<file path="src/hw/rtl/pptb_pkg.sv">
// Package for the packed-pixel to bit-plane converter.
// Holds the job and queue status types and the fixed constants; no dependencies.
package pptb_pkg;

  localparam int unsigned NumPlanes = 4;
  localparam int unsigned OffsetW   = 17;
  localparam int unsigned RowW      = 9;
  localparam int unsigned JobDepth  = 2;

  localparam logic [OffsetW-1:0] LineDown = 17'h00080;
  localparam logic [63:0]        MapReset = 64'hFEDCBA9876543210;

  typedef struct packed {
    logic [NumPlanes-1:0][7:0] planes;
    logic [OffsetW-1:0]        base;
  } job_t;

  typedef struct packed {
    logic full;
    logic empty;
  } queue_stat_t;

endpackage

</file>
<file path="src/hw/rtl/packed_pixel_to_bitplane_core.sv">
// Packed-pixel to bit-plane converter, top level; uses pptb_pkg, pptb_front,
// pptb_fifo and pptb_back.
// Flow: the second byte of a pair pushes a job into the job queue, from which the
//   output register loads the job's eight writes one per cycle while pop is held.
// The two-entry job queue holds the job being written and one more, so the front
//   can run ahead by one pair.
// Reset: rst_ni clears position, phase, queue and output valid at once and
//   restores the identity colour table.
module packed_pixel_to_bitplane_core #(
  parameter int unsigned COLUMNS_PER_ROW = 32,
  parameter int unsigned ROW_PITCH       = 256
) (
  input  logic        clk_i,
  input  logic        rst_ni,
  // byte input, queue style
  input  logic        push,
  output logic        full,
  input  logic [7:0]  pixel_pair_i,
  // colour table register
  input  logic        cfg_we_i,
  input  logic [63:0] cfg_data_i,
  // plane writes, queue style
  output logic        empty,
  input  logic        pop,
  output logic [1:0]  plane_o,
  output logic [16:0] offset_o,
  output logic [7:0]  plane_byte_o,
  output logic        last_o
);
  import pptb_pkg::*;

  job_t        job_in, job_out;
  queue_stat_t q_stat;
  logic        job_push, job_pop;

  // Front: pair bytes, remap, transpose, compute the base offset.
  pptb_front #(
    .COLUMNS_PER_ROW(COLUMNS_PER_ROW),
    .ROW_PITCH      (ROW_PITCH)
  ) u_front (
    .clk_i       (clk_i),
    .rst_ni      (rst_ni),
    .push        (push),
    .full        (full),
    .pixel_pair_i(pixel_pair_i),
    .cfg_we_i    (cfg_we_i),
    .cfg_data_i  (cfg_data_i),
    .q_stat_i    (q_stat),
    .job_push_o  (job_push),
    .job_o       (job_in)
  );

  // Hold finished jobs so front and back can stall independently.
  pptb_fifo u_fifo (
    .clk_i (clk_i),
    .rst_ni(rst_ni),
    .push_i(job_push),
    .data_i(job_in),
    .pop_i (job_pop),
    .data_o(job_out),
    .stat_o(q_stat)
  );

  // Back: issue the eight writes of each job, drop the job after the last.
  pptb_back u_back (
    .clk_i       (clk_i),
    .rst_ni      (rst_ni),
    .job_i       (job_out),
    .q_stat_i    (q_stat),
    .job_pop_o   (job_pop),
    .empty       (empty),
    .pop         (pop),
    .plane_o     (plane_o),
    .offset_o    (offset_o),
    .plane_byte_o(plane_byte_o),
    .last_o      (last_o)
  );

endmodule

</file>
<file path="src/hw/rtl/pptb_front.sv">
// Front end: accepts pixel bytes, pairs them, remaps and transposes to plane bytes.
// Depends on pptb_pkg; keeps the colour table and the column and row position.
module pptb_front #(
  parameter int unsigned COLUMNS_PER_ROW = 32,
  parameter int unsigned ROW_PITCH       = 256
) (
  input  logic                clk_i,
  input  logic                rst_ni,
  input  logic                push,
  output logic                full,
  input  logic [7:0]          pixel_pair_i,
  input  logic                cfg_we_i,
  input  logic [63:0]         cfg_data_i,
  input  pptb_pkg::queue_stat_t q_stat_i,
  output logic                job_push_o,
  output pptb_pkg::job_t      job_o
);
  import pptb_pkg::*;

  localparam int unsigned ColW = (COLUMNS_PER_ROW > 1) ? $clog2(COLUMNS_PER_ROW) : 1;

  logic [63:0]        color_map_q;
  logic [7:0]         held_q;
  logic [1:0]         phase_q;
  logic [ColW-1:0]    column_q, column_d;
  logic [RowW-1:0]    row_q, row_d;
  logic [OffsetW-1:0] row_base_q, row_base_d;
  logic               accept;
  logic [3:0]         pix [4];

  function automatic logic [3:0] remap(logic [63:0] map, logic [3:0] code);
    return map[{code, 2'b00} +: 4];
  endfunction

  // Hold off only on the second byte of a pair when the job queue has no room.
  assign full       = phase_q[0] & q_stat_i.full;
  assign accept     = push & ~full;
  assign job_push_o = accept & phase_q[0];

  assign pix[0] = remap(color_map_q, held_q[7:4]);
  assign pix[1] = remap(color_map_q, held_q[3:0]);
  assign pix[2] = remap(color_map_q, pixel_pair_i[7:4]);
  assign pix[3] = remap(color_map_q, pixel_pair_i[3:0]);

  always_comb begin
    for (int p = 0; p < NumPlanes; p++) begin
      job_o.planes[p] = {pix[0][p], pix[0][p], pix[1][p], pix[1][p],
                         pix[2][p], pix[2][p], pix[3][p], pix[3][p]};
    end
    job_o.base = row_base_q + OffsetW'({column_q, 1'b0}) + OffsetW'(phase_q[1]);
  end

  // Advance column after the fourth byte; wrap it and step the row base.
  always_comb begin
    column_d   = column_q;
    row_d      = row_q;
    row_base_d = row_base_q;
    if (column_q == ColW'(COLUMNS_PER_ROW - 1)) begin
      column_d = '0;
      row_d    = row_q + 1'b1;
      if (row_q == {RowW{1'b1}}) begin
        row_base_d = '0;
      end else begin
        row_base_d = row_base_q + OffsetW'(ROW_PITCH);
      end
    end else begin
      column_d = column_q + 1'b1;
    end
  end

  always_ff @(posedge clk_i or negedge rst_ni) begin
    if (!rst_ni) begin
      color_map_q <= MapReset;
      held_q      <= '0;
      phase_q     <= '0;
      column_q    <= '0;
      row_q       <= '0;
      row_base_q  <= '0;
    end else begin
      if (cfg_we_i) begin
        color_map_q <= cfg_data_i;
      end
      if (accept) begin
        phase_q <= phase_q + 1'b1;
        if (!phase_q[0]) begin
          held_q <= pixel_pair_i;
        end
        if (phase_q == 2'd3) begin
          column_q   <= column_d;
          row_q      <= row_d;
          row_base_q <= row_base_d;
        end
      end
    end
  end

endmodule

</file>
<file path="src/hw/rtl/pptb_fifo.sv">
// Two-entry job queue between the front end and the write sequencer.
// Depends on pptb_pkg for the job and status types.
module pptb_fifo (
  input  logic                  clk_i,
  input  logic                  rst_ni,
  input  logic                  push_i,
  input  pptb_pkg::job_t        data_i,
  input  logic                  pop_i,
  output pptb_pkg::job_t        data_o,
  output pptb_pkg::queue_stat_t stat_o
);
  import pptb_pkg::*;

  localparam int unsigned PtrW = $clog2(JobDepth);

  job_t              mem_q [JobDepth];
  logic [PtrW-1:0]   wr_ptr_q, rd_ptr_q;
  logic [PtrW:0]     count_q;
  logic              do_push, do_pop;

  assign stat_o.full  = (count_q == (PtrW + 1)'(JobDepth));
  assign stat_o.empty = (count_q == '0);
  assign do_push      = push_i & ~stat_o.full;
  assign do_pop       = pop_i & ~stat_o.empty;
  assign data_o       = mem_q[rd_ptr_q];

  always_ff @(posedge clk_i) begin
    if (do_push) begin
      mem_q[wr_ptr_q] <= data_i;
    end
  end

  always_ff @(posedge clk_i or negedge rst_ni) begin
    if (!rst_ni) begin
      wr_ptr_q <= '0;
      rd_ptr_q <= '0;
      count_q  <= '0;
    end else begin
      if (do_push) begin
        wr_ptr_q <= wr_ptr_q + 1'b1;
      end
      if (do_pop) begin
        rd_ptr_q <= rd_ptr_q + 1'b1;
      end
      count_q <= count_q + (PtrW + 1)'(do_push) - (PtrW + 1)'(do_pop);
    end
  end

endmodule

</file>
<file path="src/hw/rtl/pptb_back.sv">
// Write sequencer: turns one job into eight plane writes into an output register.
// Depends on pptb_pkg for the job type and constants.
module pptb_back (
  input  logic                  clk_i,
  input  logic                  rst_ni,
  input  pptb_pkg::job_t        job_i,
  input  pptb_pkg::queue_stat_t q_stat_i,
  output logic                  job_pop_o,
  output logic                  empty,
  input  logic                  pop,
  output logic [1:0]            plane_o,
  output logic [16:0]           offset_o,
  output logic [7:0]            plane_byte_o,
  output logic                  last_o
);
  import pptb_pkg::*;

  logic [2:0] seq_q;
  logic       out_valid_q, out_valid_d;
  logic       load;

  assign empty     = ~out_valid_q;
  assign load      = ~q_stat_i.empty & (~out_valid_q | pop);
  assign job_pop_o = load & (seq_q == 3'd7);

  always_comb begin
    out_valid_d = out_valid_q;
    if (load) begin
      out_valid_d = 1'b1;
    end else if (pop) begin
      out_valid_d = 1'b0;
    end
  end

  always_ff @(posedge clk_i or negedge rst_ni) begin
    if (!rst_ni) begin
      seq_q       <= '0;
      out_valid_q <= 1'b0;
    end else begin
      out_valid_q <= out_valid_d;
      if (load) begin
        seq_q <= seq_q + 1'b1;
      end
    end
  end

  // Even step writes at the base, odd step one line lower.
  always_ff @(posedge clk_i) begin
    if (load) begin
      plane_o      <= seq_q[2:1];
      offset_o     <= job_i.base + (seq_q[0] ? LineDown : '0);
      plane_byte_o <= job_i.planes[seq_q[2:1]];
      last_o       <= (seq_q == 3'd7);
    end
  end

endmodule

</file>
<file path="config.mk">
export PLATFORM = sky130hd
export DESIGN_NAME = packed_pixel_to_bitplane_core
export DESIGN_NICKNAME = d
export VERILOG_FILES = /design/src/hw/rtl/pptb_pkg.sv /design/src/hw/rtl/packed_pixel_to_bitplane_core.sv /design/src/hw/rtl/pptb_front.sv /design/src/hw/rtl/pptb_fifo.sv /design/src/hw/rtl/pptb_back.sv
export SDC_FILE = /design/constraint.sdc
export NUM_CORES = 1
export LEC_CHECK = 0
export CAP_MARGIN = 25
export CORE_MARGIN = 5
export CORE_UTILIZATION = 65
export DETAILED_ROUTE_END_ITERATION = 6
export DONT_BUFFER_PORTS = 1
export PLACE_DENSITY_LB_ADDON = 0.1
export REMOVE_ABC_BUFFERS = 1
export SKIP_LAST_GASP = 1
export SLEW_MARGIN = 15
export SYNTH_ARGS = -nofsm -noshare
export SYNTH_HDL_FRONTEND = slang
export SYNTH_HIERARCHICAL = 1
export SYNTH_SLANG_ARGS = --single-unit
</file>
<file path="constraint.sdc">
create_clock -name clk_i -period 5.1 [get_ports clk_i]
set_input_delay 0 -clock clk_i [delete_from_list [all_inputs] [get_ports clk_i]]
set_output_delay 0 -clock clk_i [all_outputs]
set_load 0.02 [all_outputs]
</file>
After elaboration in Yosys (flattened, before gate mapping)
Memory sizes are Yosys's and may differ from the RTL's.
Index checks and enable logic that the tools add are counted.

storage, ports and cells
  RAM bits = 98
  memories = 1
  input bits = 77
  register bits after elaboration = 141
  logic and storage cells = 65
  output and inout port bits = 30

operators by class
  muxes and demuxes = 9
  reductions and logical operators = 5
  shift-type cells = 4
  bitwise gates (word level) = 13
  equal/unequal tests = 5
  $lt $le $gt $ge = 1
  add/subtract/negate cells = 12

memories
  memory        depth  bits a word  read ports  clocked after Yosys merged registers in  wr ports  RTL line         source
  u_fifo.mem_q  2      49           1           0                                        1         pptb_fifo.sv:16  job_t mem_q [JobDepth];

operator list
  operator                                                               count
  64-bit by 7-bit variable part select with 4-bit output                 4
  17-bit by 1-bit adder with 17-bit output                               1
  17-bit adder                                                           1
  17-bit by 6-bit adder with 17-bit output                               1
  17-bit by 9-bit adder with 17-bit output (second input constant)       1
  17-bit 2-to-1 mux                                                      1
  8-bit binary-select mux with 2-bit select                              1
  8-bit 2-to-1 mux                                                       2
  9-bit by 1-bit adder with 9-bit output (second input constant)         1
  9-bit == test (second input constant)                                  1
  1-bit AND                                                              7
  5-bit by 1-bit adder with 5-bit output (second input constant)         1
  5-bit == test (second input constant)                                  1
  5-bit 2-to-1 mux                                                       1
  1-bit inverter                                                         5
  2-bit == test (second input constant)                                  2
  1-bit 2-to-1 mux                                                       4
  2-bit AND reduction                                                    2
  3-bit by 1-bit adder with 3-bit output (second input constant)         1
  3-bit == test (second input constant)                                  1
  2-bit by 3-bit < comparator with 1-bit output (second input constant)  1
  3-bit AND reduction                                                    1
  1-bit adder (second input constant)                                    2
  2-bit by 1-bit adder with 2-bit output                                 1
  5 further kinds                                                        5

Logic depth before layout (Yosys ltp)
  depth in word-level cells = 8
  mapped depth = 9
  gate-level depth less buffers = 9

Hierarchy
Netlist, hierarchy kept.

by module, submodules not included
  module      area each (µm²)  instances  sequential area each (µm²)  cells each
  pptb_front  6143.4           1          2467.4                      466
  pptb_fifo   3990.1           1          3042.9                      171
  pptb_back   1386.3           1          940.9                       73

Worst setup path before layout
No wires, ideal clock.

  path type = register to register
  from = register u_fifo.count_q[1]
  to = memory u_fifo/mem_q[0][0] in the netlist's numbering, enable pin
  cell stages (with the launch flop) = 6
  path buffers = 0
  required time = 4644 ps
  period minus slack after synthesis = 3419 ps
  arrival time = 2964 ps
  setup time = 456 ps
  setup slack = 1681 ps
  path through = dfrtp_1 -> nand2b_1 -> inv_1 -> and3b_1 -> nand2_1 -> nor2_1

RTL lines
  item                    RTL line         source
  start, declared         pptb_fifo.sv:18  logic [PtrW:0] count_q;
  start signal, assigned  pptb_fifo.sv:45  count_q <= count_q + (PtrW + 1)'(do_push) - (PtrW + 1)'(do_pop);
  end, declared           pptb_fifo.sv:16

==> results.json <==
{
  "leakagePower_nw": 5.18,
  "peakVddDrop_mv": 0.367,
  "core_um2": 17400,
  "synth.avg_cell_area_um2": 16.2,
  "die_w_um": 143,
  "cts_buffer_depth": 3,
  "worstPathCellList": "buf_4 -> mux2_4 -> mux4_2",
  "synth_top_flop_cell": "edfxtp_1",
  "start_util_pct": 66.4,
  "antennaDiodeCount": 0,
  "synth.distinct_cells": 42,
  "crit_buf_inv": 1,
  "seq_area_um2": 6450,
  "p_per_area_nw_per_um2": 505,
  "syn_area_um2": 11500,
  "yosysMostFrequentCell": "edfxtp_1",
  "cts_setup_buffers": 0,
  "clk_pin_slew_ps": 60,
  "synthTopCellsByArea": "edfxtp_1 (33%), dfrtp_1 (16%), mux4_2 (14%)",
  "nNetsFinal": 905,
  "worstSetupPathType": "reg -> reg",
  "routed_wl_um": 24200,
  "period_share_pct": 46.5,
  "grt_pass1_wl_um": 38200,
  "drive_above_1_share_pct": 33.4,
  "run_status": "finished clean",
  "cp-end-kind": "register",
  "arrival_ps": 2630,
  "relSlewSlack_pct": 41.1,
  "syn_to_final_growth_pct": 17.9,
  "fillCellCount": 958,
  "place_congestion": 0.879,
  "first_iter_violations": 480,
  "synth.top_cell.area_share_pct": 32.8,
  "netlist_top_cells_count": "edfxtp_1 (126), mux2_2 (77), dfrtp_1 (73), mux4_2 (72), mux2_4 (49)",
  "post-synth-top-area-cell": "edfxtp_1",
  "boundaryPins": 107,
  "antenna_found_initial": 0,
  "synth_enable_flop_cells": 126,
  "cts_buffers": 24,
  "die_area_um2": 20500,
  "hold_viol": 0,
  "critical_path.top_delay_family": "multiplexers",
  "skew_ps": 8.90,
  "ctsResizeCount": 0,
  "drv_cap": 0,
  "synthCells": 710,
  "multi_input_area_um2": 4540,
  "synthArstFlopShare_pct": 45.5,
  "viasPerCell": 6.29,
  "drtAntennaViolNets": 0,
  "hold_class": "in -> reg",
  "synth-seq-cells": 231,
  "htree_levels": 1,
  "worstMarginPinSlew_ps": 884,
  "grt_pass1_vias": 6929,
  "synth-warning-count": 6,
  "hpwl_um": 14900,
  "setup_tns_ps": 0,
  "die_h_um": 143,
  "io_buffers": 0,
  "place_area_um2": 11300,
  "wl_per_cell_um": 22.9,
  "design_area_um2": 13600,
  "grt_use_total_pct": 24.3,
  "drt-pass1-iter-count": 5,
  "slowest_stage": "dfrtp_2",
  "slew_violations": 0,
  "rows": 48,
  "startpoint_type": "register",
  "timing.fmax_ghz": 0.422,
  "grt_max_degree": 106,
  "finalSetupViolCount": 0,
  "cts_hold_buf": 141,
  "critPathMaxFanout": 36,
  "cts_tree": "yes",
  "max_stage_delay_ps": 650,
  "grt-ovfl-total": 0,
  "period_needed_ps": 2370,
  "seq_area_frac_synth_pct": 56.0,
  "clock_latency_ps": 520,
  "rsz0062_at_grt": "false",
  "drc": 0,
  "clock_sinks": 231,
  "critPathRequiredTime_ps": 5360,
  "cts_root_buf": "clkbuf_16",
  "vias": 6660
}
cell families after synthesis:
| family | Yosys count | synth area share (%) |
|---|---|---|
| adders and majority gates | 13 | 1.41 |
| xor gates and xnor gates | 21 | 1.60 |
| buffers and inverters | 74 | 4.72 |
| AOI/OAI and AO/OA | 42 | 2.57 |
| muxes | 198 | 28.0 |
| DFF | 231 | 56.0 |
| other | 1 | 0.0326 |
| and+or+nand+nor | 130 | 5.67 |
cell type report:
type / count / share of cell area [%]
Tap cell: 225 / 2.07
Multi-Input combinational cell: 406 / 33.4
Inverter: 4 / 0.111
Timing Repair Buffer: 148 / 11.2
Clock buffer: 32 / 4.64
Clock inverter: 12 / 1.07
Sequential cell: 231 / 47.5
report_power, final:
part | switching, mW | total [mW] | internal [mW] | leakage, nW
Sequential | 0.527 | 3.16 | 2.63 | 2.41
Clock | 0.693 | 1.72 | 1.02 | 0.377
Combinational | 0.867 | 1.98 | 1.11 | 2.40
Total | 2.09 | 6.85 | 4.76 | 5.18
worst register-to-register path, cell delays in order, from the launching register on:
cell and delay [ps]:
dfrtp_2 650, buf_4 630, mux2_4 380, mux4_2 470
state kept, by name, indices dropped and copies added (netlist names), 2 cells and up:
register / cells
u_back/seq_q: 3
u_fifo/mem_q: 98
u_front/column_q: 5
u_front/color_map_q: 64
u_back/plane_byte_o: 8
u_back/plane_o: 2
u_front/phase_q: 2
u_front/row_q: 9
u_front/row_base_q: 9
u_front/held_q: 8
u_back/offset_o: 17
u_fifo/count_q: 2
layer usage:
metal  track usage [%]  up-vias  routed length, µm
met1              32.4     3391               9440
met5                 0        -                  0
li1                  -     2919                  -
met4              7.25        0                714
met3              4.45       60               1610
met2              41.2      290              12500
final timing paths:
path                                  start                 endpoint  slack [ps]  cells after the start
max                         u_fifo/rd_ptr_q   u_back/plane_byte_o[1]        2730                      3
min                         pixel_pair_i[1]      u_fifo/mem_q[1][25]          20                      3
max reg2reg                 u_fifo/rd_ptr_q   u_back/plane_byte_o[1]        2730                      3
min reg2reg                u_front/row_q[6]         u_front/row_q[6]         470                      1
max in group asynchronous            rst_ni  u_front/color_map_q[29]        4560                      2
min in group asynchronous            rst_ni  u_front/color_map_q[46]          60                      2
layout by cell type (no fill, tap or decap), types with 8 or more instances in the layout:
cell type / n
a22oi_1: 16
and3_1: 8
clkbuf_1: 8
clkbuf_16: 24
dfrtp_1: 72
dfstp_2: 32
dlygate4sd3_1: 141
edfxtp_1: 126
ha_1: 13
mux2_2: 77
mux2_4: 49
mux4_2: 72
nand2_1: 34
nand3_1: 41
nor2_1: 14
nor2b_1: 9
o21ai_0: 14
xnor2_1: 9
xor2_1: 12
through the flow:
step	hold WS [ps]	total power [mW]	std cells	utilization, %	setup slack, ps
2_1_floorplan	-296	4.51	641	-	1650
3_3_place_gp	-293	4.88	870	65.2	2710
3_5_place_dp	-292	4.98	871	65.3	2510
4_1_cts	0.180	6.85	1056	78.0	2480
5_1_grt	28.3	7.17	1058	78.2	2590
6_report	23.9	6.85	1058	78.2	2730
No activity file was read; power rests on OpenSTA's default activity.
